### src/design/mvt_pkg.sv
`timescale 1ns / 1ps
// ----------------------------------------------------------------------------
// mvt_pkg
// shared types and constants of the 4x4 matrix vector transform
// ----------------------------------------------------------------------------
package mvt_pkg;

	localparam int FRAC_BITS_DEF = 16;
	localparam int N             = 4;
	localparam int WORD_W        = 32;
	localparam int PROD_W        = 2 * WORD_W;
	localparam int SUM_W         = PROD_W + 2;

	// queue depth is a power of two so the pointers wrap on their own
	localparam int QUEUE_DEPTH   = 4;
	localparam int QPTR_W        = 2;
	localparam int QCNT_W        = 3;

	localparam logic OP_LOAD      = 1'b0;
	localparam logic OP_TRANSFORM = 1'b1;

	typedef struct packed {
		logic [N-1:0][WORD_W-1:0] value;
		logic                     ovf;
	} result_t;

	typedef struct packed {
		logic    valid;
		result_t data;
	} qport_t;

endpackage

### src/design/mvt_back.sv
`timescale 1ns / 1ps
// ----------------------------------------------------------------------------
// mvt_back
// output register that drains the queue onto the result stream
// ----------------------------------------------------------------------------
module mvt_back (
	input  logic                clk,
	input  logic                arst_n,
	input  mvt_pkg::qport_t     head,
	output logic                pop,
	output logic                m_axis_tvalid,
	input  logic                m_axis_tready,
	output logic [127:0]        m_axis_tdata,
	output logic [0:0]          m_axis_tuser
);

	mvt_pkg::result_t out_q;
	logic             out_valid_q;

	assign pop = head.valid && (!out_valid_q || m_axis_tready);

	always_ff @(posedge clk) begin
		if (pop) begin
			out_q <= head.data;
		end
	end

	always_ff @(posedge clk or negedge arst_n) begin
		if (!arst_n) begin
			out_valid_q <= 1'b0;
		end else if (pop) begin
			out_valid_q <= 1'b1;
		end else if (m_axis_tready) begin
			out_valid_q <= 1'b0;
		end
	end

	assign m_axis_tvalid = out_valid_q;
	assign m_axis_tdata  = out_q.value;
	assign m_axis_tuser  = out_q.ovf;

	a_refill_on_take: assert property (@(posedge clk) disable iff (!arst_n)
		out_valid_q && m_axis_tready && head.valid |=> out_valid_q)
		else $error("output register emptied while the queue held a result");

endmodule

### config.mk
export PLATFORM = sky130hd
export DESIGN_NAME = mvt_back
export DESIGN_NICKNAME = d
export VERILOG_FILES = /design/src/design/mvt_pkg.sv /design/src/design/mvt_back.sv
export SDC_FILE = /design/constraint.sdc
export NUM_CORES = 1
export LEC_CHECK = 0
export ABC_AREA = 1
export BUFFER_PORTS_ARGS = -buffer_cell sky130_fd_sc_hd__buf_2
export CAP_MARGIN = 10
export CORE_AREA = 3 3 132 83
export DETAILED_ROUTE_END_ITERATION = 16
export DIE_AREA = 0 0 135 86
export HOLD_SLACK_MARGIN = 0.05
export PLACE_DENSITY_LB_ADDON = 0.15
export SYNTH_ARGS = -nofsm -noshare
export SYNTH_HDL_FRONTEND = slang
export SYNTH_SLANG_ARGS = --single-unit
### constraint.sdc
create_clock -name clk -period 8.9 [get_ports clk]
set_input_delay 1.78 -clock clk [delete_from_list [all_inputs] [get_ports clk]]
set_output_delay 1.78 -clock clk [all_outputs]
set_load 0.02 [all_outputs]
# Yosys cells after proc, flatten, opt, wreduce, memory -nomap -nowiden
# Index checks and enable logic that the tools add are counted.
[word_totals]
input_bits = 133
register_bits = 130
elab_cells = 12
out_inout_bits = 131
[classes]
muxes = 2
reduce_logical = 4
[ops]
columns = ["cell", "count"]
rows = [
  ["$mux 1", 2],
  ["$reduce_bool 2->1", 1],
  ["$logic_and 1x1->1", 1],
  ["$logic_not 1->1", 1],
  ["$logic_or 1x1->1", 1],
]

# Logic depth before layout (Yosys ltp)
[logic_depth]
depth_word = 4
depth_mapped = 3
mapped_depth_nobuf = 3

# Worst setup path before layout
# Ideal clock, no wire load.
[synth_path]
path_type = "input port to output port"
startpoint = "input port m_axis_tready"
endpoint = "output port pop"
stages = 2
t_required_ps = 7120
path_buffers = 0
slack_ps = 1453
arrival_time_ps = 5667
cell_sequence = "inv_1 -> a21oi_2"
[synth_via]
elab_chain_len = 2
[synth_lines]
columns = ["item", "line_no", "source"]
rows = [
  ["start: declaration", "mvt_back.sv:12", "input logic m_axis_tready,"],
  ["$logic_or 1x1->1", "mvt_back.sv:20", "assign pop = head.valid && (!out_valid_q || m_axis_tready);"],
  ["$logic_and 1x1->1", "mvt_back.sv:20", ""],
  ["end: declaration", "mvt_back.sv:10", "output logic pop,"],
]
# No other way between the ends.

# Worst setup path in the final report
# Same ends and word-level chain as after synthesis.

==> impl_metrics.toml <==
[critical_path]
slowest_delay_ns = 0.47
cp_num_buf_inv = 4
critPathMaxFanout = 45
cp-start-kind = "input port"
arrival_ns = 2.78
critPathRequiredTime_ns = 7.12
crit_path_end_kind = "output pin"
crit_type = "in2out"
crit_top_cell = "buf_2"
crit_path_top_delay_cell = "buf_4"
cp_cell_sequence = "buf_2 -> inv_1 -> a21oi_4 -> buf_4 -> buf_2"
cp_top_family = "buffers and inverters"

[timing]
setup-tns-final_ns = 0
drv_slew = 0
fmax_ghz = 0.219
period_minus_slack_ns = 4.56
fin_crit_sh = 0.513
setup_ws_ns = 4.34
rsz0062_at_grt = "no"
tightestPinTransition_ns = 1.05
finalSetupViolCount = 0
max-slew-margin-rel = 0.301
fin_skew_ns = 0.00428
hold_violations = 0

[clocking]
numCtsBuffers = 17
clock_latency_ns = 0.40
cts_tree = "done"
cts-hold-fix-buffers = 0
cts_root_buffer = "clkbuf_16"
postCtsSetupBuffers = 0
cts_resized = 0
cts_buffer_depth = 2
clkSlewWorstSetupHoldPaths_ns = 0.05
cts.sinks = 130
cts_max_level = 4

[floorplan]
start_util = 0.401
core_region_area_sq_um = 9770
die_w_microns = 135
ios = 264
die_h_microns = 86
row_count = 28
die_area_sq_um = 11600

[logic_synthesis]
synth_area_leaders = "edfxtp_1 (99%), dfrtp_1 (0.64%), a21oi_2 (0.22%)"
netlist_area_sq_um = 3920
syn_inst = 135
synth-seq-cells = 130
synth_nets = 268
synth_cell_type_count = 5
yosys.area.top_type = "edfxtp_1"
synth.avg_cell_area_sq_um = 29.1
synth_top_area_share = 0.988
ys_seq_area_frac = 0.994
synth_warnings = 0

[global_routing]
grt_remaining_overflow = 0
grt_pass1_wl_microns = 13000
grt_pass1_vias = 2478
grt_antenna_before_repair = 1
grt.total_usage = 0.154
grt_max_degree = 87

[outcome]
status = "completed"

[detailed_routing]
highest_layer = "met5"
drt_iter0_drc = 95
wl_met3_microns = 1140
drc_errors = 0
via_per_inst = 4.17
num_vias = 2362
wl_met1_microns = 3250
wirelength_microns = 9220
wire_per_inst_microns = 16.3
routed-wl-met2_microns = 4690
ant_nets = 0
first_pass_iters = 4

[finish]
layout-drive-gt1-share = 0.683
areaGrowthSynthToFinish_pct = 53.6
num_antenna_cells = 0
fin_nets = 552
nFillCells = 761

[worst_hold_path]
hp-class = "reg2reg"

[place]
place_ws_ns = 4.33
hpwlAfterDp_microns = 6900
port-buffer-count = 263
routabilityCongestion = 0.725

[flow_run]
maxCapViolations = 0

[pwr]
cellLeakagePower_nw = 2.58
ir_worst_vdd_uv = 137
power_density_nw_per_um2 = 253
-- cell families after synthesis --
kind of cell | share of synthesized area
AND/OR/NAND/NOR | 0.00191
AO/OA/AOI/OAI | 0.00223
flip-flops | 0.994
buffers and inverters | 0.00191
-- registers in the layout, summed over array words and instances (netlist names) --
name and flops:
m_axis_tuser 1, m_axis_tdata 128, m_axis_tvalid 1
-- worst paths after layout --
| kind | startpoint | to | slack [ns] | cells past startpoint |
|---|---|---|---|---|
| max | m_axis_tready | pop | 4.34 | 5 |
| min | m_axis_tvalid | m_axis_tvalid | 0.56 | 2 |
| max reg2reg | m_axis_tvalid | m_axis_tdata[125] | 6.51 | 3 |
| min reg2reg | m_axis_tvalid | m_axis_tvalid | 0.56 | 2 |
| max in group asynchronous | arst_n | m_axis_tvalid | 7.67 | 1 |
| min in group asynchronous | arst_n | m_axis_tvalid | 1.15 | 1 |
-- layer usage --
metal,track usage,vias up
met5,0,-
met4,0.0668,2
met3,0.0873,17
met2,0.264,137
met1,0.156,1090
li1,-,1116
-- power by group --
group,internal [mW],total [mW],switching [mW]
Combinational,0.0417,0.118,0.0765
Sequential,0.715,0.722,0.00712
Clock,0.438,0.682,0.243
-- stage by stage --
step	cell area, sq um	hold WS, ns	util	total power, mW	cells
global route	6020	0.592	0.616	1.58	567
global placement	5430	0.538	0.556	0.853	535
finish	6020	0.560	0.616	1.52	567
detailed placement	5430	0.550	0.556	0.855	535
CTS	6020	0.561	0.616	1.54	567
floorplan	3920	0.613	-	0.795	135
-- Yosys cell counts (all sizes together) --
cell	n
inv	2
edfxtp	129
nand2	2
dfrtp	1
a21oi	1
-- cell type report --
cell class                      instances  area [sq um]  share of cell area
Tap cell                              135           169              0.0280
Clock inverter                         14           165              0.0274
Clock buffer                           18           429              0.0712
Timing Repair Buffer                  265          1330               0.221
Inverter                                2          7.51             0.00125
Sequential cell                       130          3900               0.647
Multi-Input combinational cell          3          23.8             0.00395
-- worst min-delay path, delay by kind of cell, from the launching register on --
kind	cells	cell delay, ns
flip-flops	1	0.40
AND/OR/NAND/NOR	2	0.13
-- cells in the final DEF (no fill, tap or decap) --
cell type / synthesis / final
clkinvlp_4: 0 / 3
inv_1: 2 / 2
clkinv_1: 0 / 2
a21oi_4: 0 / 1
edfxtp_1: 129 / 129
bufinv_16: 0 / 3
clkbuf_16: 0 / 17
buf_2: 0 / 263
buf_4: 0 / 2
clkbuf_1: 0 / 1
clkinv_4: 0 / 4
clkinv_2: 0 / 2
nand2_1: 2 / 2
dfrtp_1: 1 / 1
(Power assumes the default switching activity.)
