`src/design/mvt_pkg.sv`:
```
`timescale 1ns / 1ps
// ----------------------------------------------------------------------------
// mvt_pkg
// shared types and constants of the 4x4 matrix vector transform
// ----------------------------------------------------------------------------
package mvt_pkg;

	localparam int FRAC_BITS_DEF = 16;
	localparam int N             = 4;
	localparam int WORD_W        = 32;
	localparam int PROD_W        = 2 * WORD_W;
	localparam int SUM_W         = PROD_W + 2;

	// queue depth is a power of two so the pointers wrap on their own
	localparam int QUEUE_DEPTH   = 4;
	localparam int QPTR_W        = 2;
	localparam int QCNT_W        = 3;

	localparam logic OP_LOAD      = 1'b0;
	localparam logic OP_TRANSFORM = 1'b1;

	typedef struct packed {
		logic [N-1:0][WORD_W-1:0] value;
		logic                     ovf;
	} result_t;

	typedef struct packed {
		logic    valid;
		result_t data;
	} qport_t;

endpackage

```
`src/design/mvt_queue.sv`:
```
`timescale 1ns / 1ps
// ----------------------------------------------------------------------------
// mvt_queue
// short result queue between the arithmetic front and the output stage
// ----------------------------------------------------------------------------
module mvt_queue (
	input  logic                        clk,
	input  logic                        arst_n,
	input  mvt_pkg::qport_t             wr,
	input  logic                        pop,
	output mvt_pkg::qport_t             head,
	output logic [mvt_pkg::QCNT_W-1:0]  count
);

	mvt_pkg::result_t               mem [mvt_pkg::QUEUE_DEPTH];
	logic [mvt_pkg::QPTR_W-1:0]     wptr_q;
	logic [mvt_pkg::QPTR_W-1:0]     rptr_q;
	logic [mvt_pkg::QCNT_W-1:0]     count_q;

	always_ff @(posedge clk) begin
		if (wr.valid) begin
			mem[wptr_q] <= wr.data;
		end
	end

	always_ff @(posedge clk or negedge arst_n) begin
		if (!arst_n) begin
			wptr_q  <= '0;
			rptr_q  <= '0;
			count_q <= '0;
		end else begin
			if (wr.valid) begin
				wptr_q <= wptr_q + 1'b1;
			end
			if (pop) begin
				rptr_q <= rptr_q + 1'b1;
			end
			count_q <= count_q + mvt_pkg::QCNT_W'(wr.valid) - mvt_pkg::QCNT_W'(pop);
		end
	end

	assign head.valid = count_q != '0;
	assign head.data  = mem[rptr_q];
	assign count      = count_q;

	a_no_overrun: assert property (@(posedge clk) disable iff (!arst_n)
		wr.valid |-> count_q < mvt_pkg::QCNT_W'(mvt_pkg::QUEUE_DEPTH))
		else $error("push into a full queue");

	a_no_underrun: assert property (@(posedge clk) disable iff (!arst_n)
		pop |-> count_q != '0)
		else $error("pop from an empty queue");

endmodule

```
`config.mk`:
```
export PLATFORM = sky130hd
export DESIGN_NAME = mvt_queue
export DESIGN_NICKNAME = d
export VERILOG_FILES = /design/src/design/mvt_pkg.sv /design/src/design/mvt_queue.sv
export SDC_FILE = /design/constraint.sdc
export NUM_CORES = 1
export LEC_CHECK = 0
export BUFFER_PORTS_ARGS = -buffer_cell sky130_fd_sc_hd__buf_2
export CAP_MARGIN = 20
export CELL_PAD_IN_SITES_DETAIL_PLACEMENT = 0
export CELL_PAD_IN_SITES_GLOBAL_PLACEMENT = 2
export CORE_ASPECT_RATIO = 0.8
export CORE_UTILIZATION = 45
export CTS_CLUSTER_DIAMETER = 40
export CTS_CLUSTER_SIZE = 16
export DETAILED_ROUTE_END_ITERATION = 16
export PLACE_DENSITY_LB_ADDON = 0.1
export SLEW_MARGIN = 10
export SYNTH_ARGS = -nofsm -noshare
export SYNTH_HDL_FRONTEND = slang
export SYNTH_SLANG_ARGS = --single-unit
```
`constraint.sdc`:
```
create_clock -name clk -period 5.5 [get_ports clk]
set_clock_uncertainty 0.05 [all_clocks]
set_input_delay 0.55 -clock clk [delete_from_list [all_inputs] [get_ports clk]]
set_output_delay 0.55 -clock clk [all_outputs]
set_load 0.05 [all_outputs]
```
======== Yosys cells after proc, flatten, opt, wreduce, memory -nomap -nowiden ========
Memories as Yosys holds them, arrays and structs flattened.
Cells that the tools add are included.
operators by class
  add/subtract/negate cells ............... 4
  muxes and demuxes ....................... 2
  reductions and logical operators ........ 1
operators by type and width
  operator                                                       number
  2-bit by 1-bit adder with 2-bit output, second input constant  2
  3-bit by 1-bit adder with 3-bit output                         1
  3-bit nonzero test                                             1
  3-bit by 1-bit subtractor with 3-bit output                    1
  1-bit two-way mux                                              2
storage, ports and cells
  bits in registers ....................... 7
  RAM bits ................................ 516
  input port bits ......................... 133
  output and inout bits ................... 133
  logic and storage cells ................. 11
  memories kept ........................... 1
memories
  name  depth  bits a word  read ports  clocked after Yosys merged registers in  write ports  RTL line         RTL
  mem   4      129          1           0                                        1            mvt_queue.sv:15  mvt_pkg::result_t mem [mvt_pkg::QUEUE_DEPTH];

======== Depth between registers and ports, before layout ========
  depth after elaboration ................. 2
  gate-level depth with buffers ........... 7
  mapped depth without buffers ............ 7

======== Worst setup path before layout ========
Ideal clock, no wire load.
  path type ............................... flip-flop to flip-flop
  start ................................... reg wptr_q[0] (netlist name)
  end ..................................... mem mem[0][0] (netlist name) (enable)
  library setup time ...................... 0.503 ns
  arrival time ............................ 3.581 ns
  data required time ...................... 4.947 ns
  slack ................................... 1.366 ns
  stages on the path, launching flop included .. 4
  buffers on the path ..................... 0
  clock period less this slack ............ 4.134 ns
  cells stage by stage .................... dfrtp_1 > inv_1 > ha_1 > and2_1
RTL lines
  item                    RTL line         RTL
  from (decl)             mvt_queue.sv:16  logic [mvt_pkg::QPTR_W-1:0] wptr_q;
  from (signal assigned)  mvt_queue.sv:33  wptr_q <= wptr_q + 1'b1;
  to (decl)               mvt_queue.sv:15
No word-level cell before the write port.

==> results_dict.tcl <==
set metrics [dict create \
    max_freq_mhz 283 \
    die_w_um 232 \
    wl_um 35700 \
    ys_types 18 \
    cp_max_fo 60 \
    arrival_ns 2.93 \
    crit_slowest_cell "dfrtp_4" \
    grt_setup_unrepaired "no" \
    drtIter0Drc 507 \
    maxCapViolations 0 \
    pin_count 266 \
    cellLeakagePower_nw 7.76 \
    antenna_found_initial 10 \
    crit_type "reg -> out" \
    rows 66 \
    wl_per_cell_um 22.3 \
    htreeDepth 2 \
    grtUsageTotal_pct 16.8 \
    placed_cell_area_um2 20900 \
    relSlewSlack_pct 37.9 \
    dpl.hpwl_um 20900 \
    ir_drop_mv 0.342 \
    first_pass_iters 4 \
    synth_nets 847 \
    area_delta_synth_final_pct 19.9 \
    ys_ff_latch 523 \
    status "complete, no violations" \
    grt_max_degree 74 \
    final-setup-viol-count 0 \
    place_inst 1495 \
    tightest_slew_ns 0.931 \
    vias 8222 \
    clk_pin_slew_ns 0.07 \
    final_nets 1149 \
    hold_class "in -> reg" \
    max_stage_delay_ns 0.93 \
    overflow 0 \
    synth_cells 707 \
    post_cts_buffers 0 \
    grt_pass1_vias 8640 \
    coreArea_um2 41100 \
    start_util_pct 46.2 \
    layout_common_cells "516 x edfxtp_1, 265 x buf_2, 129 x mux4_2" \
    drc 0 \
    endpoint_kind "output pin" \
    period_needed_ns 3.53 \
    final_common_cell "edfxtp_1" \
    fin_tns_setup_ns 0 \
    synth.avg_cell_area_um2 26.9 \
    grt_first_pass_wirelength_um 53000 \
    final_cells 1603 \
    finalCritPeriodShare_pct 64.1 \
    netlist_area_um2 19000 \
    fin_hold_ws_ns 0.125 \
    die_h_um 186 \
    insertion_delay_ns 0.58 \
    drive_above_1_share_pct 47.1 \
    hold_viol_final 0 \
    path_cells "buf_12 -> mux4_2 -> buf_2" \
    cts-root-buf "clkbuf_16" \
    final_util_pct 55.4 \
    multi_input_area_um2 3100 \
    post_drt_via_cell_ratio 5.13 \
    tritoncts "done" \
    gp_congestion 0.724 \
    cts_sinks 523 \
    yosysWarnings 0 \
    antenna_left 0 \
    portBuffers 265 \
    critPathRequiredTime_ns 4.90 \
    nFillCells 3142 \
    drv_slew 0 \
    powerDensity_nw_per_um2 634 \
    cts_buffers 55 \
    seq_area_um2 15700 \
    die_area_um2 43000 \
    final_area_um2 22800 \
    yosysSeqAreaShare_pct 82.5 \
    clock_path_buffers 3 \
    setup.worst_path.start_class "register" \
]
==> flip-flops by register name (all words and copies together) (netlist names) <==
register,count
count,3
mem,516
rptr_q,2
wptr_q,2
==> synth_stat cells <==
cell / instances / area, um2
buf_8: 1 / 15.0
and2_1: 4 / 25.0
buf_4: 2 / 15.0
o21ai_0: 1 / 5.00
clkbuf_1: 1 / 3.75
buf_1: 3 / 11.3
xor2_1: 2 / 17.5
ha_1: 6 / 75.1
nand2_1: 2 / 7.51
or3_1: 1 / 6.26
edfxtp_1: 516 / 15500
mux4_2: 129 / 2910
fa_1: 1 / 20.0
xnor2_1: 3 / 26.3
inv_1: 6 / 22.5
buf_6: 10 / 113
dfrtp_1: 7 / 175
buf_2: 12 / 60.1
==> final cells by class <==
cell class              instances  area share, %
multi-input cells             149           13.6
clock buffers                  62           6.16
diodes                          4         0.0439
clock inverters                41           1.85
inverters                       6         0.0988
repair buffers                274           6.46
well taps                     544           2.99
flip-flops and latches        523           68.8
==> worst max-delay path: cells and delay by family, from the launching register on <==
kind	cells	cell delay (ns)
buffers and inverters	2	0.70
DFF	1	0.93
muxes	1	0.61
==> cells by family (layout without fill, tap and decap cells) <==
| logic type | Yosys count | count (layout) | synth area share, % |
|---|---|---|---|
| buffers and inverters | 35 | 383 | 1.26 |
| DFF | 523 | 523 | 82.5 |
| other | 0 | 4 | 0 |
| and+or+nand+nor | 7 | 7 | 0.204 |
| xor gates and xnor gates | 5 | 5 | 0.231 |
| muxes | 129 | 129 | 15.3 |
| AOI/OAI and AO/OA | 1 | 1 | 0.0263 |
| adders and majority gates | 7 | 7 | 0.501 |
==> final timing paths <==
kind	slack [ns]	cells past startpoint	endpoint	from
worst max-delay path	1.97	3	head[48]	rptr_q[0]
worst min-delay path	0.12	1	mem[3][6]	wr[6]
worst max register to register	3.12	4	mem[0][63]	wptr_q[0]
worst min register to register	0.49	1	wptr_q[0]	wptr_q[0]
max in group asynchronous	4.91	2	rptr_q[0]	arst_n
min in group asynchronous	0.29	2	wptr_q[0]	arst_n
==> through the flow <==
stage | total power [mW] | setup WS (ns)
2_1_floorplan | 9.81 | 1.37
3_3_place_gp | 11.0 | 2.51
3_5_place_dp | 11.0 | 2.48
4_1_cts | 14.7 | 1.84
5_1_grt | 15.1 | 1.74
6_report | 14.4 | 1.97
==> repair_timing <==
action / 4_1_cts / 5_1_grt
resized for setup: 0 / 0
endpoints found under the hold margin: 7 / 0
hold buffers: 1 / 0
==> metal layers <==
metal  global-route usage, %  part of all wire (%)
met3                    6.13                   8.0
met1                    22.3                    42
met5                       0                  0.14
met4                    4.08                   1.4
met2                    26.4                    49
==> report_power, final <==
group / switching [mW] / internal, mW / total (mW) / leakage [nW]
registers: 0.315 / 5.21 / 5.53 / 4.82
logic: 3.71 / 1.55 / 5.26 / 2.05
clock network: 1.55 / 2.11 / 3.66 / 0.888
total: 5.58 / 8.87 / 14.4 / 7.76
Power figures use the tool's default switching activity.
